$ cat config.mk
export PLATFORM = sky130hd
export DESIGN_NAME = sad_lane
export DESIGN_NICKNAME = d
export VERILOG_FILES = /design/src/assert_macros.svh /design/src/sad_pkg.sv /design/src/sad_div.sv /design/src/sad_lane.sv
export SDC_FILE = /design/constraint.sdc
export NUM_CORES = 2
export LEC_CHECK = 0
export BUFFER_PORTS_ARGS = -buffer_cell sky130_fd_sc_hd__buf_2
export CORE_MARGIN = 3
export CORE_UTILIZATION = 55
export DETAILED_ROUTE_END_ITERATION = 10
export MAX_ROUTING_LAYER = met4
export PLACE_DENSITY = 0.74
export REMOVE_ABC_BUFFERS = 1
export SLEW_MARGIN = 20
export SYNTH_ARGS = -nofsm -noshare
export SYNTH_HDL_FRONTEND = slang
export SYNTH_SLANG_ARGS = --single-unit
$ cat constraint.sdc
create_clock -name clk -period 12.9 [get_ports clk]
set_clock_uncertainty 0.05 [all_clocks]
set_input_delay 2.58 -clock clk [delete_from_list [all_inputs] [get_ports clk]]
set_output_delay 2.58 -clock clk [all_outputs]
set_load 0.01 [all_outputs]
$ cat src/assert_macros.svh
// Assertion macros shared by the swept box intersection RTL.
// Depends on a clock named clk and an active-low reset named rst_n in scope.
`ifndef ASSERT_MACROS_SVH
`define ASSERT_MACROS_SVH

// Property checked at every clock edge outside reset.
`define SAD_ASSERT(lbl, prop, msg) \
  lbl: assert property (@(posedge clk) disable iff (!rst_n) (prop)) else $error(msg);

// Condition in one cycle implies a consequence in the next cycle.
`define SAD_ASSERT_NEXT(lbl, ante, cons, msg) \
  lbl: assert property (@(posedge clk) disable iff (!rst_n) (ante) |=> (cons)) else $error(msg);

`endif

$ cat src/sad_pkg.sv
// Package for the swept box intersection core: default widths, register map
// and the per-axis flag bundle. No dependencies.
package sad_pkg;

  localparam int COORD_BITS_DEF     = 16;
  localparam int TIME_FRAC_BITS_DEF = 16;
  localparam int CFG_ADDR_W         = 5;
  localparam int CFG_DATA_W         = 32;

  typedef enum logic [2:0] {
    REG_A_CENTER_X = 3'd0,
    REG_A_CENTER_Y = 3'd1,
    REG_A_CENTER_Z = 3'd2,
    REG_A_HALF_X   = 3'd3,
    REG_A_HALF_Y   = 3'd4,
    REG_A_HALF_Z   = 3'd5
  } sad_reg_t;

  // Per-axis decisions made before the divide.
  typedef struct packed {
    logic ovl;   // boxes overlap or touch on this axis
    logic fail;  // separated and not closing in
    logic c0;    // axis clips the entry time
    logic c1;    // axis clips the exit time
    logic sat0;  // entry quotient reaches 1.0
    logic sat1;  // exit quotient reaches 1.0
  } sad_flags_t;

endpackage

$ cat src/sad_div.sv
// Pipelined restoring divider producing the fraction bits of num/den, num < den.
// One quotient bit per stage. Uses sad_pkg.
module sad_div import sad_pkg::*; #(
  parameter int DEN_W = COORD_BITS_DEF,
  parameter int FRAC  = TIME_FRAC_BITS_DEF
) (
  input  logic             clk,
  input  logic             en,
  input  logic [DEN_W-1:0] num_i,
  input  logic [DEN_W-1:0] den_i,
  output logic [FRAC-1:0]  quo_o
);

  logic [DEN_W-1:0] rem_r [FRAC];
  logic [DEN_W-1:0] den_r [FRAC];
  logic [FRAC-1:0]  quo_r [FRAC];

  genvar k;
  for (k = 0; k < FRAC; k++) begin : g_stg
    logic [DEN_W-1:0] r_in;
    logic [DEN_W-1:0] d_in;
    logic [FRAC-1:0]  q_in;
    logic [DEN_W:0]   r2;
    logic             ge;

    if (k == 0) begin : g_first
      assign r_in = num_i;
      assign d_in = den_i;
      assign q_in = '0;
    end else begin : g_next
      assign r_in = rem_r[k-1];
      assign d_in = den_r[k-1];
      assign q_in = quo_r[k-1];
    end

    assign r2 = {r_in, 1'b0};
    assign ge = (r2 >= {1'b0, d_in});

    always_ff @(posedge clk) begin
      if (en) begin
        rem_r[k] <= ge ? DEN_W'(r2 - {1'b0, d_in}) : r2[DEN_W-1:0];
        den_r[k] <= d_in;
        quo_r[k] <= {q_in[FRAC-2:0], ge};
      end
    end
  end

  assign quo_o = quo_r[FRAC-1];

endmodule

$ cat src/sad_lane.sv
// One axis of the swept box test: bounds, clip decisions and two dividers.
// Uses sad_pkg and sad_div.
module sad_lane import sad_pkg::*; #(
  parameter int CB = COORD_BITS_DEF,
  parameter int F  = TIME_FRAC_BITS_DEF
) (
  input  logic          clk,
  input  logic          en,
  input  logic [CB-1:0] a_c,
  input  logic [CB-2:0] a_h,
  input  logic [CB-1:0] b_c,
  input  logic [CB-2:0] b_h,
  input  logic [CB-1:0] vel,
  output sad_flags_t    flg_o,
  output logic [F:0]    t0_o,
  output logic [F:0]    t1_o
);

  localparam int BW = CB + 1;
  localparam int GW = CB + 2;
  localparam logic [F:0] ONE = (F+1)'(1) << F;

  logic signed [BW-1:0] amin, amax, bmin, bmax;
  logic signed [GW-1:0] g0, g1;
  logic                 neg, pos;
  logic                 b_below, b_above;
  logic [CB-1:0]        spd;
  sad_flags_t           flg_nxt;
  sad_flags_t           flg_r [F+1];
  logic [CB-1:0]        num0_r, num1_r, spd_r;
  logic [F-1:0]         q0, q1;

  assign amin = $signed({a_c[CB-1], a_c}) - $signed({2'b00, a_h});
  assign amax = $signed({a_c[CB-1], a_c}) + $signed({2'b00, a_h});
  assign bmin = $signed({b_c[CB-1], b_c}) - $signed({2'b00, b_h});
  assign bmax = $signed({b_c[CB-1], b_c}) + $signed({2'b00, b_h});

  assign neg     = vel[CB-1];
  assign pos     = !neg && (vel != '0);
  assign b_below = bmax < amin;
  assign b_above = bmin > amax;
  assign spd     = neg ? CB'(~vel + 1'b1) : vel;

  // Entry and exit gaps, oriented by the direction of travel.
  always_comb begin
    if (neg) begin
      g0 = GW'(bmin) - GW'(amax);
      g1 = GW'(bmax) - GW'(amin);
    end else begin
      g0 = GW'(amin) - GW'(bmax);
      g1 = GW'(amax) - GW'(bmin);
    end
    flg_nxt.ovl  = !b_below && !b_above;
    flg_nxt.fail = neg ? b_below : (pos ? b_above : (b_below || b_above));
    flg_nxt.c0   = neg ? b_above : (pos ? b_below : 1'b0);
    flg_nxt.c1   = neg ? (bmax > amin) : (pos ? (amax > bmin) : 1'b0);
    flg_nxt.sat0 = g0 >= $signed({2'b00, spd});
    flg_nxt.sat1 = g1 >= $signed({2'b00, spd});
  end

  always_ff @(posedge clk) begin
    if (en) begin
      flg_r[0] <= flg_nxt;
      num0_r   <= g0[CB-1:0];
      num1_r   <= g1[CB-1:0];
      spd_r    <= spd;
      for (int i = 1; i <= F; i++) begin
        flg_r[i] <= flg_r[i-1];
      end
    end
  end

  sad_div #(.DEN_W(CB), .FRAC(F)) u_div0 (
    .clk(clk), .en(en), .num_i(num0_r), .den_i(spd_r), .quo_o(q0)
  );

  sad_div #(.DEN_W(CB), .FRAC(F)) u_div1 (
    .clk(clk), .en(en), .num_i(num1_r), .den_i(spd_r), .quo_o(q1)
  );

  assign flg_o = flg_r[F];
  assign t0_o  = !flg_r[F].c0 ? '0  : (flg_r[F].sat0 ? ONE : {1'b0, q0});
  assign t1_o  = !flg_r[F].c1 ? ONE : (flg_r[F].sat1 ? ONE : {1'b0, q1});

endmodule

==> After elaboration in Yosys (flattened, before gate mapping) <==
Memories as Yosys holds them, arrays and structs flattened.
Index checks and enable logic that the tools add are counted.
{ "totals": {"mem_count": 7, "elab_cells": 144, "register_bits": 48, "latchBits": 0, "output_inout_bits": 40, "ram_bits": 1638, "romBits": 0, "in_bits": 80} }
{ "mem_list": {"columns": ["name", "words", "width", "read_ports", "rd_ports_with_merged_regs", "wr", "line", "text"], "rows": [
  ["u_div0.den_r", 16, 16, 15, 0, 16, "sad_div.sv:15", "logic [DEN_W-1:0] den_r [FRAC];"],
  ["u_div0.quo_r", 16, 16, 16, 0, 16, "sad_div.sv:16", "logic [FRAC-1:0] quo_r [FRAC];"],
  ["u_div0.rem_r", 16, 16, 15, 0, 16, "sad_div.sv:14", "logic [DEN_W-1:0] rem_r [FRAC];"],
  ["u_div1.den_r", 16, 16, 15, 0, 16, "sad_div.sv:15", null],
  ["u_div1.quo_r", 16, 16, 16, 0, 16, "sad_div.sv:16", null],
  ["u_div1.rem_r", 16, 16, 15, 0, 16, "sad_div.sv:14", null],
  ["1 more memories", null, null, null, null, null, null, null]
]} }
{ "classes": {"div": 0, "order_cmp": 38, "add_sub_neg": 41, "shift": 0, "reduce_logical": 7, "multipliers": 0, "n_eq_ne": 0, "bitwise": 1, "mux": 47} }
{ "op_table": {"columns": ["cell", "n"], "rows": [
  [">= comparator 17 x 16 -> 1 bit", 32],
  ["two-way mux 16 bit", 33],
  ["subtractor 16 bit", 32],
  ["subtractor 17 x 17 -> 18 bit", 4],
  ["two-way mux 17 bit", 4],
  ["> comparator 17 bit", 3],
  [">= comparator 18 x 17 -> 1 bit", 2],
  ["two-way mux 18 bit", 2],
  ["adder 16 x 16 -> 17 bit", 2],
  ["subtractor 16 x 16 -> 17 bit", 2],
  ["< comparator 17 bit", 1],
  ["adder 16 x 1 -> 16 bit, second input constant", 1],
  ["NOT 16 bit", 1],
  ["nonzero test 16 bit", 1],
  ["two-way mux 1 bit", 8],
  ["zero test 1 bit", 3],
  ["logical AND 1 bit", 2],
  ["logical OR 1 bit", 1]
]} }

==> Longest topological paths before layout <==
{ "logic_depth": {"depth_word": 5, "depth_mapped": 29, "mapped_depth_nobuf": 29} }

==> Modules after synthesis <==
Synthesis repeated with hierarchy kept, for this count alone.
{ "hier_totals": {"cells_unflattened": 6935, "area_unflattened_um2": 79820.3} }
{ "modules_own_cells": {"columns": ["module", "area_per_inst_um2", "seq_area_each_um2", "instances", "cells_each"], "rows": [
  ["sad_div (u_div1)", 34202.8, 18497.7, 1, 2845],
  ["sad_div (u_div0)", 33016.7, 18497.7, 1, 2747],
  ["sad_lane", 12600.8, 4504.3, 1, 1343]
]} }

==> Worst setup path before layout <==
OpenSTA, ideal clock, no wires.
{ "synth_timing": {"kind": "input port to flip-flop", "startpoint": "in b_h[1]", "endpoint": "mem flg_r[0][0] (netlist bit), data pin", "path_stages": 26, "t_arrival_ns": 7.176, "path_slack_ns": 5.517, "required_ns": 12.692, "path_buffers": 1, "setup_time_ns": 0.158, "cell_sequence": "inv_1 > ha_1 > nor2b_1 > o21ai_0 > a21boi_0 > o21ai_0 > a21oi_1 > nor2_1 > ha_1 > clkbuf_1 > and3_1 > a221oi_2 > o21ai_1 > a2111oi_0 > nor3_1 > a21o_1 > a21o_1 > a21oi_1 > xor2_1 > a21oi_1 > ha_1 > nand2_1 > o21ai_0 > nor3_1 > or4_1 > o211ai_1"} }
{ "synth_lines": {"columns": ["element", "line", "text"], "rows": [
  ["start: declaration", "sad_lane.sv:12", "input logic [CB-2:0] b_h,"],
  ["end: declaration", "sad_lane.sv:29", "sad_flags_t flg_r [F+1];"]
]} }

==> qor.csv <==
metric,value,unit
run_status,"finished, final reports clean",
routed_wirelength,158,mm
finalNonFillerCells,8096,
initialDrtViolationCount,3906,
post_route_cells_drive_above_1_share,7.88,%
cts_tree,done,
dieArea,0.129,mm^2
drcViolationCount,0,
power.density,247,mW/mm^2
synth_sequential_area_ratio,50.0,%
finalSetupViolCount,0,
timing.critical_path.arrival,8.09,ns
design.core.area,0.123,mm^2
viasPerCell,5.74,
clock-sinks,1142,
drv.max_cap_violation_count,0,
start_util,55.9,%
grt_remaining_overflow,0,
core.rowCount,128,
clock_tree.root_cell,sky130_fd_sc_hd__clkbuf_16,
layout.nets,7160,
die_h,359,um
synth.top_cell.area_share,50.0,%
ys_dominant_reg_cell,sky130_fd_sc_hd__edfxtp_1,
post-place-cells,7879,
numCtsBuffers,115,
grt_start_max_net_pins,189,
max-slew-margin-rel,25.6,%
syn_area,0.0685,mm^2
timing.final.crit_share,59.6,%
syn_avg_cell_area,11.0,um^2
clock_insertion_delay_worst_skew,0.74,ns
synth.lib_cells_used.distinct,78,
netlist.top_cell.by_area,sky130_fd_sc_hd__edfxtp_1,
grt_antenna_before_repair,2,
syn-instance-count,6244,
post_synth_most_frequent_cells,"sky130_fd_sc_hd__edfxtp_1, sky130_fd_sc_hd__ha_1, sky130_fd_sc_hd__inv_1",
timing.setup.critical_path_class,input port to flip-flop,
power.ir.vdd_worst,0.000147,V
maxSlewViolCount,0,
max_freq,0.130,GHz
synth-edff-count,1142,
htreeDepth,3,
power_consumption,0.0184,W
unrepaired_setup_endpoints_after_global_routing,false,
drtAntennaViolNets,0,
postCtsSetupRepairBufs,0,
synth_async_sr_flop_share,0,%
startpoint_type,input port,
clock_path_buffers,3,
die_w,359,um
dr_total_vias,46500,
period_minus_slack,7.69,ns
synth_seq_cells,1142,
area_delta_synth_final,8.92,%
path_clk_slew,0.06,ns
endpoint_kind,flip-flop,
max_slew.worst_pin.slew,1.12,ns
finalWorstSetupSlack,5.21,ns
io-pin-count,120,
first_global_vias,44700,
final_hold_viol_count,0,
placement.setup.worst_slack,4.49,ns
routedWlPerCell,19.6,um
worstHoldPathType,flip-flop to flip-flop,
synth-warning-count,0,
postCtsHoldBufs,0,
grt_overall_usage,24.9,%
wire_length_of_the_first_global_routing_pass,247,mm
summed_negative_setup_slack_over_all_endpoints,0,ns
numPortBuffers,119,
crit_path_max_fanout,7,
cts_repair_resize_count,0,
post_synth_main_area_contributors,"sky130_fd_sc_hd__edfxtp_1, sky130_fd_sc_hd__ha_1, sky130_fd_sc_hd__xnor2_1, sky130_fd_sc_hd__a21oi_1, sky130_fd_sc_hd__inv_1",
most_frequent_cell_after_synthesis,sky130_fd_sc_hd__edfxtp_1,
firstDrtPassIters,6,
gp_routability_congestion,0.947,
dp_hpwl,123,mm
leakagePower,30.4,nW
worst_ep_required_time,13.31,ns
-- layout make-up --
class                           count  area, um^2
Inverter                          620        2330
Fill cell                        9985       48000
Sequential cell                  1142       34300
Clock buffer                      141        2980
Tap cell                         1625        2030
Multi-Input combinational cell   4345       31400
Antenna cell                        1        2.50
Clock inverter                     75         808
Timing Repair Buffer              147         857
-- layout by cell type (no fill, tap or decap), types with 40 or more instances in the layout --
cell type	synthesis	final
sky130_fd_sc_hd__edfxtp_1	1142	1142
sky130_fd_sc_hd__ha_1	671	671
sky130_fd_sc_hd__inv_1	619	619
sky130_fd_sc_hd__a21oi_1	468	467
sky130_fd_sc_hd__o21ai_0	448	448
sky130_fd_sc_hd__nand2_1	426	426
sky130_fd_sc_hd__nor2_1	367	367
sky130_fd_sc_hd__xnor2_1	307	307
sky130_fd_sc_hd__xor2_1	155	155
sky130_fd_sc_hd__nor2b_1	149	147
sky130_fd_sc_hd__a21o_1	133	133
sky130_fd_sc_hd__buf_2	18	118
sky130_fd_sc_hd__clkbuf_16	0	115
sky130_fd_sc_hd__nand2b_1	111	111
sky130_fd_sc_hd__mux2_2	107	107
sky130_fd_sc_hd__nand4_1	95	95
sky130_fd_sc_hd__nor3_1	87	87
sky130_fd_sc_hd__o21bai_1	66	66
sky130_fd_sc_hd__nand3_1	66	66
sky130_fd_sc_hd__a21boi_0	61	61
sky130_fd_sc_hd__a211oi_1	55	55
sky130_fd_sc_hd__o31ai_1	52	52
sky130_fd_sc_hd__o21a_1	48	48
sky130_fd_sc_hd__or3_1	45	45
sky130_fd_sc_hd__and2_1	45	45
sky130_fd_sc_hd__nor4_1	40	40
-- per-stage QoR --
stage	instance area (um^2)	hold WS, ns	util (%)
after floorplan	68000	0.350	-
after global placement	70900	0.350	57.8
after detailed placement	70900	0.355	57.8
after CTS	74600	0.365	60.8
after global routing	74600	0.359	60.8
final	74600	0.361	60.8
-- worst max-delay path: stages --
cell                       delay [ns]
sky130_fd_sc_hd__buf_2           0.09
sky130_fd_sc_hd__inv_1           0.04
sky130_fd_sc_hd__ha_1            0.44
sky130_fd_sc_hd__o21ai_0         0.17
sky130_fd_sc_hd__a21boi_0        0.28
sky130_fd_sc_hd__o21ai_0         0.18
sky130_fd_sc_hd__a21boi_0        0.37
sky130_fd_sc_hd__nor2_1          0.12
sky130_fd_sc_hd__ha_1            0.39
sky130_fd_sc_hd__and3_1          0.21
sky130_fd_sc_hd__a221oi_1        0.51
sky130_fd_sc_hd__o31ai_1         0.20
sky130_fd_sc_hd__o41a_1          0.40
sky130_fd_sc_hd__a21oi_1         0.22
sky130_fd_sc_hd__xnor2_1         0.14
sky130_fd_sc_hd__nor2_1          0.05
sky130_fd_sc_hd__a21oi_1         0.23
sky130_fd_sc_hd__ha_1            0.28
sky130_fd_sc_hd__and4_1          0.19
sky130_fd_sc_hd__a221oi_1        0.36
sky130_fd_sc_hd__o21ai_0         0.23
sky130_fd_sc_hd__o221ai_1        0.20
sky130_fd_sc_hd__a31o_2          0.13
sky130_fd_sc_hd__o211ai_1        0.07
-- flip-flops by register name, indices dropped and copies added (netlist names) --
| signal | cells |
|---|---|
| u_div0.den_r | 239 |
| u_div1.quo_r | 136 |
| num1_r | 16 |
| u_div1.den_r | 1 |
| u_div1.rem_r | 240 |
| u_div0.rem_r | 240 |
| num0_r | 16 |
| u_div0.quo_r | 136 |
| spd_r | 16 |
| flg_r | 102 |
-- cell families (layout without fill, tap and decap cells) --
family,Yosys count,count (layout),share of synthesized area (%)
AOI/OAI and AO/OA,1554,1554,14.0
and+or+nand+nor,1506,1506,10.6
DFF,1142,1142,50.0
buffers and inverters,757,983,4.24
adders and majority gates,709,709,13.4
xor gates and xnor gates,463,463,5.93
muxes,113,113,1.85
other,0,1,0
-- power by group --
part           total (W)  switching (W)  internal (W)
sequential       0.00647       0.000737       0.00573
combinational    0.00863        0.00498       0.00365
clock            0.00331        0.00143       0.00188
total             0.0184        0.00715        0.0113
-- routing by layer --
layer / global-route usage [%] / part of all wire, % / wire (um) / vias to the layer above
met5: - / 0 / 0 / -
met4: 7.81 / 3.1 / 4860 / 0
met3: 2.52 / 4.9 / 7770 / 257
met2: 38.7 / 46 / 72700 / 1256
met1: 34.6 / 46 / 73000 / 22100
li1: - / - / - / 22900
-- path summary, 6_finish.rpt --
path / startpoint / end / slack [ns] / cells past startpoint
max reg2reg: u_div0.den_r[1][49]$_DFFE_PP_ / u_div1.rem_r[12][10]$_DFFE_PP_ / 8.37 / 12
min reg2reg: flg_r[0][64]$_DFFE_PP_ / flg_r[0][70]$_DFFE_PP_ / 0.36 / 0
min: flg_r[0][64]$_DFFE_PP_ / flg_r[0][70]$_DFFE_PP_ / 0.36 / 0
max: a_h[2] / flg_r[0][0]$_DFFE_PP_ / 5.21 / 24
Power figures use the tool's default switching activity.
