$ cat src/assert_macros.svh
// Assertion macros shared by the swept box intersection RTL.
// Depends on a clock named clk and an active-low reset named rst_n in scope.
`ifndef ASSERT_MACROS_SVH
`define ASSERT_MACROS_SVH

// Property checked at every clock edge outside reset.
`define SAD_ASSERT(lbl, prop, msg) \
  lbl: assert property (@(posedge clk) disable iff (!rst_n) (prop)) else $error(msg);

// Condition in one cycle implies a consequence in the next cycle.
`define SAD_ASSERT_NEXT(lbl, ante, cons, msg) \
  lbl: assert property (@(posedge clk) disable iff (!rst_n) (ante) |=> (cons)) else $error(msg);

`endif

$ cat src/sad_pkg.sv
// Package for the swept box intersection core: default widths, register map
// and the per-axis flag bundle. No dependencies.
package sad_pkg;

  localparam int COORD_BITS_DEF     = 16;
  localparam int TIME_FRAC_BITS_DEF = 16;
  localparam int CFG_ADDR_W         = 5;
  localparam int CFG_DATA_W         = 32;

  typedef enum logic [2:0] {
    REG_A_CENTER_X = 3'd0,
    REG_A_CENTER_Y = 3'd1,
    REG_A_CENTER_Z = 3'd2,
    REG_A_HALF_X   = 3'd3,
    REG_A_HALF_Y   = 3'd4,
    REG_A_HALF_Z   = 3'd5
  } sad_reg_t;

  // Per-axis decisions made before the divide.
  typedef struct packed {
    logic ovl;   // boxes overlap or touch on this axis
    logic fail;  // separated and not closing in
    logic c0;    // axis clips the entry time
    logic c1;    // axis clips the exit time
    logic sat0;  // entry quotient reaches 1.0
    logic sat1;  // exit quotient reaches 1.0
  } sad_flags_t;

endpackage

$ cat src/sad_merge.sv
// Combines the three axis results into hit and contact times, and holds the
// output register. Uses sad_pkg.
module sad_merge import sad_pkg::*; #(
  parameter int F = TIME_FRAC_BITS_DEF
) (
  input  logic       clk,
  input  logic       rst_n,
  input  logic       en,
  input  logic       vld_i,
  input  sad_flags_t flg_i [3],
  input  logic [F:0] t0_i  [3],
  input  logic [F:0] t1_i  [3],
  output logic       vld_o,
  output logic       hit_o,
  output logic [F:0] tf_o,
  output logic [F:0] tl_o
);

  logic       vld_r, hit_r, hit_nxt;
  logic [F:0] tf_r, tl_r, tf_nxt, tl_nxt;
  logic [F:0] t0m, t0max, t1m, t1min;

  always_comb begin
    t0m   = (t0_i[0] > t0_i[1]) ? t0_i[0] : t0_i[1];
    t0max = (t0m > t0_i[2]) ? t0m : t0_i[2];
    t1m   = (t1_i[0] < t1_i[1]) ? t1_i[0] : t1_i[1];
    t1min = (t1m < t1_i[2]) ? t1m : t1_i[2];
    hit_nxt = 1'b0;
    tf_nxt  = '0;
    tl_nxt  = '0;
    priority if (flg_i[0].ovl && flg_i[1].ovl && flg_i[2].ovl) begin
      hit_nxt = 1'b1;
    end else if (flg_i[0].fail || flg_i[1].fail || flg_i[2].fail || (t0max > t1min)) begin
      hit_nxt = 1'b0;
    end else begin
      hit_nxt = 1'b1;
      tf_nxt  = t0max;
      tl_nxt  = t1min;
    end
  end

  always_ff @(posedge clk) begin
    if (!rst_n) begin
      vld_r <= 1'b0;
    end else if (en) begin
      vld_r <= vld_i;
    end
  end

  always_ff @(posedge clk) begin
    if (en) begin
      hit_r <= hit_nxt;
      tf_r  <= tf_nxt;
      tl_r  <= tl_nxt;
    end
  end

  assign vld_o = vld_r;
  assign hit_o = hit_r;
  assign tf_o  = tf_r;
  assign tl_o  = tl_r;

endmodule

$ cat config.mk
export PLATFORM = sky130hd
export DESIGN_NAME = sad_merge
export DESIGN_NICKNAME = d
export VERILOG_FILES = /design/src/assert_macros.svh /design/src/sad_pkg.sv /design/src/sad_merge.sv
export SDC_FILE = /design/constraint.sdc
export NUM_CORES = 1
export LEC_CHECK = 0
export ABC_CLOCK_PERIOD_IN_PS = 14000
export BUFFER_PORTS_ARGS = -buffer_cell sky130_fd_sc_hd__buf_2
export CORE_MARGIN = 2
export CORE_UTILIZATION = 56
export DETAILED_ROUTE_END_ITERATION = 7
export GPL_TIMING_DRIVEN = 0
export MAX_ROUTING_LAYER = met4
export PLACE_DENSITY = 0.95
export SLEW_MARGIN = 20
export SYNTH_ARGS = -nofsm -noshare
export SYNTH_HDL_FRONTEND = slang
export SYNTH_SLANG_ARGS = --single-unit
$ cat constraint.sdc
create_clock -name clk -period 14 [get_ports clk]
set_input_delay 2.8 -clock clk [delete_from_list [all_inputs] [get_ports clk]]
set_output_delay 2.8 -clock clk [all_outputs]
set_load 0.005 [all_outputs]
=== After elaboration in Yosys (flattened, before gate mapping) ===
Cells that the tools add are included.

* Multiplexer cells: 5
* Reductions and logical operators: 6
* Order comparisons: 5

{| class="wikitable"
|+ Operator list
! operator !! number
|-
| two-way mux 17 bit || 4
|-
| > comparator 17 bit || 3
|-
| less-than comparator 17 bit || 2
|-
| logical OR 1 bit || 3
|-
| logical AND 1 bit || 2
|-
| OR reduction 2 bit || 1
|-
| two-way mux 1 bit || 1
|}

* Register bits: 36
* Input port bits: 124
* Word-level logic and storage cells: 20

=== Depth between registers and ports, before layout ===
Gate-level depths: netlist of run 1.

* Depth after elaboration: 7
* Mapped depth: 29
* Mapped depth without buffers: 25

=== Least setup slack after synthesis of run 1 ===
No wires, ideal clock.

* Path kind: input -> register
* Start point: input port t1_i[19] (netlist name)
* End point: register tf_r[15], in the netlist tf_o[15] (data pin)
* Path buffers: 4
* Setup slack: 5649 ps
* Arrival time: 8183 ps
* Cell stages on the path: 28
* Library setup time: 169 ps
* Path through: inv_1 ha_1 a21oi_1 o21ai_1 a41o_1 o21ai_1 nand2_1 buf_2 mux2i_1 inv_1 ha_1 or4_1 a221oi_2 o21ai_1 a311oi_2 buf_4 buf_8 o32ai_2 a21o_1 ha_1 nor2b_1 o21a_1 o211ai_1 a31oi_1 a2111oi_0 o21ai_1 clkbuf_1 a211oi_1

* Word-level cells in the longest chain between the ends: 7

{| class="wikitable"
|+ Ends and longest elaborated chain
! element !! line !! RTL
|-
| start: declaration || sad_merge.sv:12 || <nowiki>input logic [F:0] t1_i [3],</nowiki>
|-
| less-than comparator 17 bit || sad_merge.sv:26 || <nowiki>t1m = (t1_i[0] < t1_i[1]) ? t1_i[0] : t1_i[1];</nowiki>
|-
| two-way mux 17 bit (*) || sad_merge.sv:26 ||
|-
| less-than comparator 17 bit || sad_merge.sv:27 || <nowiki>t1min = (t1m < t1_i[2]) ? t1m : t1_i[2];</nowiki>
|-
| two-way mux 17 bit (*) || sad_merge.sv:27 ||
|-
| > comparator 17 bit (*) || sad_merge.sv:33 || <nowiki>end else if (flg_i[0].fail || flg_i[1].fail || flg_i[2].fail || (t0max > t1min)) begin</nowiki>
|-
| logical OR 1 bit (*) || sad_merge.sv:33 ||
|-
| OR reduction 2 bit (no source line) (*) || - ||
|-
| end signal: assignment || sad_merge.sv:53 || <nowiki>tf_r <= tf_nxt;</nowiki>
|-
| end: declaration || sad_merge.sv:20 || <nowiki>logic [F:0] tf_r, tl_r, tf_nxt, tl_nxt;</nowiki>
|}

Mark *: on every way between the ends. The rest lies on a longest branch, timed or not.
A chain may end at the register's enable or synchronous reset.

=== Worst setup path after layout of run 1 ===
* Start point: input port t1_i[29] (netlist name)
* End point: register tl_r[8], in the netlist tl_o[8] (data pin)

* Word-level cells in the longest chain between the ends: 7

{| class="wikitable"
|+ Ends and longest elaborated chain
! element !! line !! RTL
|-
| less-than comparator 17 bit || sad_merge.sv:26 ||
|-
| two-way mux 17 bit (*) || sad_merge.sv:26 ||
|-
| less-than comparator 17 bit || sad_merge.sv:27 ||
|-
| two-way mux 17 bit (*) || sad_merge.sv:27 ||
|-
| > comparator 17 bit || sad_merge.sv:33 ||
|-
| logical OR 1 bit || sad_merge.sv:33 ||
|-
| OR reduction 2 bit (no source line) || - ||
|-
| end signal: assignment || sad_merge.sv:54 || <nowiki>tl_r <= tl_nxt;</nowiki>
|-
| end: declaration || sad_merge.sv:20 ||
|}

Marked as above.

==> results of run 1 <==
-- report_power, final --
part / leakage (nW) / internal (mW) / total (mW) / switching, mW
combinational: 2.61 / 0.108 / 0.259 / 0.151
sequential: 0.341 / 0.129 / 0.131 / 0.00258
clock: 0.0479 / 0.0347 / 0.0740 / 0.0394
-- worst max-delay path, stage by stage --
cell and delay [ns]:
buf_2 0.09, inv_1 0.04, ha_1 0.33, a21oi_1 0.15, a31oi_1 0.11, a211oi_1 0.42, nand2_1 0.38, buf_2 0.34
mux2i_1 0.39, inv_1 0.12, ha_1 0.23, or4_1 0.55, a221oi_2 0.18, o21ai_1 0.14, a311oi_2 0.33, buf_4 0.24
buf_8 0.17, o32ai_2 0.11, a21o_1 0.19, ha_1 0.31, nor2b_1 0.14, o21a_1 0.16, o211ai_1 0.17, a31oi_1 0.14
a2111oi_0 0.36, o21ai_1 0.28, clkbuf_1 0.38, a211oi_1 0.36
-- placed cells by master, fill, tap and decap left out, types with 9 or more instances in the layout --
cell / n
nand2b_1: 19
nand2_1: 12
nand4_1: 17
edfxtp_1: 35
a211oi_1: 28
inv_1: 97
a21oi_1: 38
ha_1: 83
o32ai_1: 9
nor2_1: 26
buf_2: 153
mux2i_1: 34
a21o_1: 38
clkbuf_1: 9
-- state kept, by name (all words and copies together) (netlist names) --
signal	flops
hit_o	1
tf_o	17
vld_o	1
tl_o	17
-- synthesized netlist by cell type, drive strengths merged, types with 3 or more instances --
master	count	area, um^2
a21oi	39	199
nand3	7	35.0
mux2i	34	340
a211oi	36	310
nor3	3	15.0
nand2b	19	119
inv	97	364
o21ai	13	65.1
edfxtp	35	1050
nor2	26	97.6
o21a	5	37.5
nand4	17	106
ha	83	1040
a21o	38	285
a31oi	3	33.8
buf	10	67.6
o32ai	16	193
nand2	12	45.0
nor2b	7	43.8
o211ai	4	30.0
clkbuf	9	33.8
nor4	3	18.8
-- area by class of cell --
cell class / instances / area share
Timing Repair Buffer: 147 / 0.131
Clock buffer: 5 / 0.0122
Sequential cell: 36 / 0.190
Multi-Input combinational cell: 378 / 0.557
Clock inverter: 3 / 0.00334
Tap cell: 105 / 0.0234
Buffer: 19 / 0.0180
Inverter: 97 / 0.0647
-- how the worst max path moves through the flow --
stage,start,to,cells past startpoint
after detailed placement,t1_i[29],tl_o[8],28
after CTS,t1_i[29],tl_o[8],28
after global routing,t1_i[29],tl_o[4],28
final,t1_i[29],tl_o[8],28
after global placement,t1_i[29],tl_o[8],28
after floorplan,t1_i[19],tf_o[15],28
-- cell families after synthesis --
| logic type | after synthesis | share of synthesized area |
|---|---|---|
| fa+ha+maj | 83 | 0.222 |
| flops | 36 | 0.229 |
| buf+inv | 116 | 0.0997 |
| compound gates | 159 | 0.259 |
| mux | 34 | 0.0729 |
| simple gates | 102 | 0.116 |
-- per-stage QoR --
| stage | area, um^2 | total power [mW] |
|---|---|---|
| final | 5620 | 0.464 |
| after global routing | 5620 | 0.499 |
| after global placement | 5540 | 0.368 |
| after floorplan | 4670 | 0.306 |
| after detailed placement | 5540 | 0.384 |
| after CTS | 5620 | 0.459 |
-- layer usage --
| metal | part of all wire | routed length [um] |
|---|---|---|
| met5 | 0 | 0 |
| met4 | 0.053 | 726 |
| met3 | 0.069 | 942 |
| met2 | 0.49 | 6680 |
| met1 | 0.39 | 5240 |
==> reports/metrics.yaml, run 1 <==
routing:
  first_pass_iters: 7
  wl_per_cell_um: 17.2
  routed-via-count: 4822
  drc_errors: 1
  final_antenna_net_count: 0
  drtIter0Drc: 294
  vias_per_cell: 6.10
  totalWireLength_mm: 13.6
placement:
  dp_hpwl_mm: 11.3
  portBuffers: 147
  gp_congestion: 0.966
  pre_cts_ws_ns: 4.35
  placed_cells: 782
worst_hold_path:
  hold_end: "vld_o"
  hold_class: "flip-flop to flip-flop"
  min_delay_path_depth: 2
  worstHoldStart: "vld_o"
grt:
  grt-busiest-layer: "met2"
  grt_max_degree: 37
  grt-ovfl-total: 0
  grt_first_pass_wirelength_mm: 20.9
  grtUsageTotal: 0.305
  grt_pass1_vias: 4651
  use_met1: 0.355
  met3_usage: 0.0443
  grt_antenna_before_repair: 0
  met2_usage: 0.511
timing:
  tightest_slew_ns: 0.843
  fin_setup_tns_ns: 0
  skew_ns: 0
  slew_headroom: 0.438
  setup_slack_ns: 4.46
  max_freq_ghz: 0.105
  hold_viol_final: 0
  whs_ns: 0.528
  rsz0062_at_grt: "no"
  setup_viol: 0
  finalMaxSlewViolations: 0
  period_minus_slack_ns: 9.54
  min_period_over_period: 0.682
run_status:
  outcome: "complete, but fails checks"
  violations: "DRC"
layout:
  fill_cells: 608
  utilization: 0.691
  antennaDiodeCount: 0
  drive_above_1_share: 0.269
  area_delta_synth_final_pct: 20.4
  regArea_um2: 1070
  layout.nets: 891
  multiInputGateArea_um2: 3130
  final_cell_count_no_fill: 790
setup_path:
  r2r-end: "vld_o"
  worstPathArrival_ns: 9.63
  crit_path_end_kind: "flip-flop"
  cp_max_fo: 10
  start_kind: "input port"
  r2r-start: "vld_o"
  rr_worst_depth: 2
  criticalPathCategory: "input port to flip-flop"
  required_ns: 14.09
  r2r_slack_ns: 13.40
power:
  p_leak_nw: 3.00
  power_density_nw_per_um2: 82.5
  ir_worst_vdd_mv: 0.0469
logic_synthesis:
  async_reset_ff_frac: 0
  synth_edf_count: 35
  ys.flop_type: "edfxtp_1"
  synth_seq_cells: 36
  syn_area_um2: 4670
  synth_area_per_cell_um2: 8.81
  ys_seq_area_frac: 0.229
  yosysWarnings: 0
  synth.distinct_cells: 41
  syn_inst: 530
  synth_nets: 737
floorplanning:
  start_util: 0.574
  die_x_um: 95.3
  dieArea_um2: 9080
  core_um2: 8130
  chipHeight_um: 95.3
  rows: 33
  io_pins: 160
clock_tree:
  cts.htree.levels: 2
  tritoncts: "done"
  clkLatencyLatePin_ns: 0.29
  clkSlewWorstSetupHoldPaths_ns: 0.07
  post-cts-setup-buffer-count: 0
  cts_max_path_buffers: 2
  numCtsBuffers: 5
  cts.repair.resized: 0
  cts-root-buf: "clkbuf_8"
  cts_hold_buf: 0
  cts.sinks: 36
job:
  cap_violations: 0
Power figures use the tool's default switching activity.
==> inputs of run 2 (changes only) <==
--- a/config.mk
+++ b/config.mk
@@ -5,14 +5,14 @@
 export SDC_FILE = /design/constraint.sdc
 export NUM_CORES = 1
 export LEC_CHECK = 0
-export ABC_CLOCK_PERIOD_IN_PS = 14000
+export ABC_CLOCK_PERIOD_IN_PS = 8600
 export BUFFER_PORTS_ARGS = -buffer_cell sky130_fd_sc_hd__buf_2
 export CORE_MARGIN = 2
-export CORE_UTILIZATION = 56
+export CORE_UTILIZATION = 47
 export DETAILED_ROUTE_END_ITERATION = 7
 export GPL_TIMING_DRIVEN = 0
 export MAX_ROUTING_LAYER = met4
-export PLACE_DENSITY = 0.95
+export PLACE_DENSITY = 0.91
 export SLEW_MARGIN = 20
 export SYNTH_ARGS = -nofsm -noshare
 export SYNTH_HDL_FRONTEND = slang
==> constraint.sdc (replaced) <==
create_clock -name clk -period 8.6 [get_ports clk]
set_input_delay 1.72 -clock clk [delete_from_list [all_inputs] [get_ports clk]]
set_output_delay 1.72 -clock clk [all_outputs]
set_load 0.005 [all_outputs]
==> reports/metrics.yaml, run 2 (synthesis results as in run 1) <==
run_status:
  outcome: "completed"
worst_hold_path:
  hold_class: "flip-flop to flip-flop"
grt:
  grt_antenna_before_repair: 0  # unchanged
  grt-ovfl-total: 0  # unchanged
  grt_max_degree: 37  # unchanged
  grt_pass1_vias: 4489  # -3.5%
  grt_first_pass_wirelength_mm: 20.7  # -1.3%
  grtUsageTotal: 0.240  # -0.0651
power:
  power_density_nw_per_um2: 136  # +65%
  seq_power_share: 0.275  # -0.008
  p_leak_nw: 3.00  # +0.28%
  ir_worst_vdd_mv: 0.0774  # +65%
  combPwrFrac: 0.533  # -0.024
  p_switching_uw: 304  # +58%
  p_int_uw: 470  # +73%
  pwr-share-clk: 0.192  # +0.032
  power.share.switching: 0.393  # -0.0224
layout:
  final_common_cell: "buf_2"
  layout.nets: 891  # unchanged
  fill_cells: 862  # +42%
  final_cell_mix: "buf_2, inv_1, ha_1, a21o_1, a21oi_1"
  drive_above_1_share: 0.270  # +0.00146
  fin_area_um2: 5690  # +1.1%
  antennaDiodeCount: 0  # unchanged
  area_delta_synth_final_pct: 21.8
clock_tree:
  cts_hold_buf: 0  # unchanged
  clkSlewWorstSetupHoldPaths_ns: 0.07  # about the same
  cts_max_path_buffers: 2  # unchanged
  numCtsBuffers: 5  # unchanged
  cts-root-buf: "clkbuf_8"
  post-cts-setup-buffer-count: 0  # unchanged
  cts.sinks: 36  # unchanged
  cts.htree.levels: 2  # unchanged
  clkLatencyLatePin_ns: 0.28  # about the same
  tritoncts: "done"
  cts.repair.resized: 0  # unchanged
placement:
  gp_congestion: 0.910  # -5.8%
  place_area_um2: 5570  # +0.63%
  portBuffers: 147  # unchanged
  dp_hpwl_mm: 10.5  # -7.0%
timing:
  hold_viol_final: 0  # unchanged
  fin_setup_tns_ns: 0  # unchanged
  tightest_slew_ns: 0.854  # +0.0104 ns
  period_minus_slack_ns: 8.24
  setup_viol: 0  # unchanged
  finalMaxSlewViolations: 0  # unchanged
  skew_ns: 0  # unchanged
  rsz0062_at_grt: "no"
  min_period_over_period: 0.958
  max_freq_ghz: 0.121
  slew_headroom: 0.431  # -0.00694
setup_path:
  cpMaxStageDelayCell: "or4_1"
  r2r-end: "vld_o"
  worstPathArrival_ns: 8.30  # -1.33 ns
  r2r-start: "vld_o"
  cp-endpoint: "tl_o[8]"
  crit_buf_inv: 7  # unchanged
  required_ns: 8.67  # -5.42 ns
  r2r_slack_ns: 8.01  # -5.39 ns
  crit_path_end_kind: "flip-flop"
  max_stage_delay_ns: 0.53  # -0.02 ns
  rr_worst_depth: 2  # unchanged
  start_kind: "input port"
  cp_max_fo: 10  # unchanged
  startpoint: "t1_i[23]"
  cp_num_cells: 29  # +3.6%
  critical_path.top_delay_family: "compound AO/OA/AOI/OAI gates"
  criticalPathCategory: "input port to flip-flop"
routing:
  vias_per_cell: 5.64  # -7.6%
  drtIter0Drc: 325  # +11%
  routed-via-count: 4614  # -4.3%
  totalWireLength_mm: 12.7  # -6.6%
  wl_per_cell_um: 15.5  # -9.8%
  final_antenna_net_count: 0  # unchanged
  first_pass_iters: 5  # -2
  drc_errors: 0  # -1
floorplanning:
  start_util: 0.480  # -0.0941
  dieArea_um2: 10700  # +18%
  chipHeight_um: 104  # +8.8%
  rows: 36  # +9.1%
  core_um2: 9730  # +20%
  io_pins: 160  # unchanged
  die_x_um: 104  # +8.8%
job:
  cap_violations: 0  # unchanged
run 2: changes by cell type in the layout (fill, tap and decap cells not counted), sizes merged:
cell and change:
clkinv -2, clkbuf +1, bufinv +1
run 2: worst register-to-register path: cells and delay by family (launching register included):
family        cells  cell delay [ns]
flops             1             0.31
mux               1             0.11
simple gates      1             0.06
run 2: per-layer routing:
layer / share of wire / vias to the layer above / global-route usage / routed length (um)
li1: - / 2262 / - / -
met2: 0.49 / 197 / 0.414 / 6250
met4: 0.040 / 0 / 0.0849 / 507
met1: 0.41 / 2109 / 0.285 / 5230
met5: 0 / - / - / 0
met3: 0.055 / 46 / 0.0352 / 699
run 2: final cells by class:
| type | instances | area, um^2 | share of cell area |
|---|---|---|---|
| plain buffers | 19 | 101 | 0.0178 |
| clock buffers | 6 | 72.6 | 0.0128 |
| clock inverters | 2 | 35.0 | 0.00616 |
| inverters | 97 | 364 | 0.0640 |
| multi-input cells | 378 | 3140 | 0.552 |
| flip-flops and latches | 36 | 1070 | 0.188 |
| well taps | 133 | 166 | 0.0293 |
| repair buffers | 147 | 736 | 0.129 |
run 2: worst min path at each step:
stage,depth (start not counted),slack (ns),to,start
final,2,0.52,vld_o,vld_o
after global placement,2,0.50,vld_o,vld_o
after floorplan,2,0.51,vld_o,vld_o
after detailed placement,2,0.52,vld_o,vld_o
after global routing,2,0.56,vld_o,vld_o
after CTS,2,0.53,vld_o,vld_o
run 2: power by group through the flow:
stage | Combinational, mW | Sequential [mW] | Clock [mW]
2_1_floorplan | 0.278 | 0.219 | 0
3_3_place_gp | 0.390 | 0.217 | 0
3_5_place_dp | 0.402 | 0.217 | 0
4_1_cts | 0.406 | 0.213 | 0.149
5_1_grt | 0.462 | 0.215 | 0.158
6_report | 0.412 | 0.213 | 0.148
run 2: through the flow:
| stage | power [mW] | hold WS, ns | worst slack, ns | utilization | instances |
|---|---|---|---|---|---|
| floorplan | 0.498 | 0.507 | 1.33 | - | 530 |
| CTS | 0.768 | 0.530 | 0.364 | 0.584 | 818 |
| global placement | 0.607 | 0.501 | 0.243 | 0.573 | 810 |
| global route | 0.834 | 0.556 | 0.0232 | 0.584 | 818 |
| finish | 0.774 | 0.524 | 0.364 | 0.584 | 818 |
| detailed placement | 0.619 | 0.519 | 0.219 | 0.573 | 810 |
==> inputs of run 3 (changes only) <==
--- a/config.mk
+++ b/config.mk
@@ -13,6 +13,8 @@
 export GPL_TIMING_DRIVEN = 0
 export MAX_ROUTING_LAYER = met4
 export PLACE_DENSITY = 0.91
+export REMOVE_ABC_BUFFERS = 1
+export SETUP_SLACK_MARGIN = 0.5
 export SLEW_MARGIN = 20
 export SYNTH_ARGS = -nofsm -noshare
 export SYNTH_HDL_FRONTEND = slang
==> constraint.sdc (replaced) <==
create_clock -name clk -period 8.6 [get_ports clk]
set_input_delay 0.86 -clock clk [delete_from_list [all_inputs] [get_ports clk]]
set_output_delay 0.86 -clock clk [all_outputs]
set_load 0.005 [all_outputs]
==> reports/metrics.yaml, run 3 (synthesis results as in run 1) <==
run_status:
  outcome: "completed"
timing:
  period_minus_slack_ns: 7.62  # -0.613 ns
  finalMaxSlewViolations: 0  # unchanged
  rsz0062_at_grt: "no"
  hold_viol_final: 0  # unchanged
  max_freq_ghz: 0.131  # +8.0%
  skew_ns: 0  # unchanged
  setup_slack_ns: 0.978  # +0.613 ns
  setup_viol: 0  # unchanged
  slew_headroom: 0.446  # +0.0155
  tightest_slew_ns: 0.830  # -0.0239 ns
  min_period_over_period: 0.886  # -0.0713
setup_path:
  r2r_slack_ns: 7.99  # -0.02 ns
  startpoint: "t1_i[32]"
  r2r-end: "vld_o"
  cpMaxStageDelayCell: "a2111oi_0"
  start_kind: "input port"
  cp-endpoint: "tl_o[8]"
  crit_path_end_kind: "flip-flop"
  criticalPathCategory: "input port to flip-flop"
  required_ns: 8.71  # +0.04 ns
  r2r-start: "vld_o"
  rr_worst_depth: 2  # unchanged
  max_stage_delay_ns: 0.69  # +0.16 ns
  crit_top_cell: "ha_1"
  worstPathArrival_ns: 7.73  # -0.57 ns
  cp_max_fo: 32  # +22
layout:
  utilization: 0.582  # -0.00244
  final_cell_mix: "buf_2, inv_1, ha_1, a21o_1, a21oi_1"
  layout.nets: 878  # -1.5%
  antennaDiodeCount: 0  # unchanged
  final_common_cell: "buf_2"
  regArea_um2: 1070  # unchanged
  area_delta_synth_final_pct: 21.3
  drive_above_1_share: 0.272  # +0.00225
  multiInputGateArea_um2: 3170  # +1.0%
  fill_cells: 892  # +3.5%
  fin_area_um2: 5660  # -0.42%
clock_tree:
  cts_max_path_buffers: 2  # unchanged
  clkLatencyLatePin_ns: 0.29  # about the same
  cts.htree.levels: 2  # unchanged
  numCtsBuffers: 5  # unchanged
  clkSlewWorstSetupHoldPaths_ns: 0.08  # about the same
  cts.sinks: 36  # unchanged
  tritoncts: "done"
  cts_hold_buf: 0  # unchanged
  cts-root-buf: "clkbuf_8"
job:
  cap_violations: 0  # unchanged
routing:
  first_pass_iters: 4  # -1
  final_antenna_net_count: 0  # unchanged
  drc_errors: 0  # unchanged
  drtIter0Drc: 212  # -35%
  wl_per_cell_um: 14.4  # -6.9%
  routed-via-count: 4365  # -5.4%
  vias_per_cell: 5.42  # -3.9%
  totalWireLength_mm: 11.6  # -8.4%
floorplanning:
  rows: 36  # unchanged
  io_pins: 160  # unchanged
  start_util: 0.480  # unchanged
  chipHeight_um: 104  # unchanged
  core_um2: 9730  # unchanged
  dieArea_um2: 10700  # unchanged
  die_x_um: 104  # unchanged
power:
  ir_worst_vdd_mv: 0.0642  # -17%
  power_density_nw_per_um2: 130  # -4.7%
  p_leak_nw: 2.98  # -0.82%
grt:
  grt_first_pass_wirelength_mm: 19.3  # -6.5%
  grt-ovfl-total: 0  # unchanged
  grtUsageTotal: 0.222  # -0.0175
  grt_pass1_vias: 4271  # -4.9%
  grt_max_degree: 51  # +38%
  grt_antenna_before_repair: 0  # unchanged
worst_hold_path:
  min_delay_path_depth: 2  # unchanged
  hold_class: "flip-flop to flip-flop"
placement:
  portBuffers: 147  # unchanged
  pre_cts_ws_ns: 0.157  # -0.0618 ns
  dp_hpwl_mm: 9.77  # -6.9%
  gp_congestion: 0.843  # -7.3%
  place_area_um2: 5550  # -0.40%
## run 3: power breakdown
part / internal (mW) / total (mW) / leakage [nW] / switching [mW]
combinational: 0.170 / 0.401 / 2.60 / 0.231
clock: 0.0570 / 0.121 / 0.0422 / 0.0643
sequential: 0.209 / 0.213 / 0.341 / 0.00319
total: 0.436 / 0.735 / 2.98 / 0.298
## run 3: worst min path at each step
stage | startpoint | end | slack, ns
after floorplan | vld_o | vld_o | 0.51
after global placement | vld_o | vld_o | 0.49
after detailed placement | vld_o | vld_o | 0.52
after CTS | vld_o | vld_o | 0.54
after global routing | vld_o | vld_o | 0.57
final | vld_o | vld_o | 0.53
## run 3: layer usage
metal  global-route usage  part of all wire  vias up
li1                     -                 -     2233
met1                0.272              0.43     1976
met2                0.384              0.48      143
met3               0.0302             0.069       13
met4               0.0627             0.013        0
met5                    -                 0        -
## run 3: cell type report
cell class	count	share of cell area
flip-flops and latches	36	0.189
clock buffers	7	0.0135
well taps	133	0.0294
inverters	97	0.0643
clock inverters	1	0.000884
multi-input cells	378	0.560
repair buffers	153	0.143
## run 3: critical path: cells and delay by family
family | cells | cell delay [ns]
AO/OA/AOI/OAI | 13 | 3.96
AND/OR/NAND/NOR | 4 | 1.22
adder cells (fa/ha/maj) | 3 | 0.74
buffers and inverters | 4 | 0.47
multiplexers | 1 | 0.46
## run 3: through the flow
step                      std cells  total power, mW  hold WS (ns)  TNS (ns)
after global routing            805            0.798         0.570         0
after detailed placement        794            0.616         0.522         0
after global placement          791            0.594         0.490    -62.28
after CTS                       802            0.737         0.541         0
final                           805            0.735         0.530         0
after floorplan                 511            0.486         0.507         0
## run 3: timing repair
item | in CTS | in global routing
cloned | 0 | 0
resized for setup | 1 | 1
buffers inserted | 0 | 3
pin swaps | 0 | 1
endpoints found under the setup margin | 1 | 31
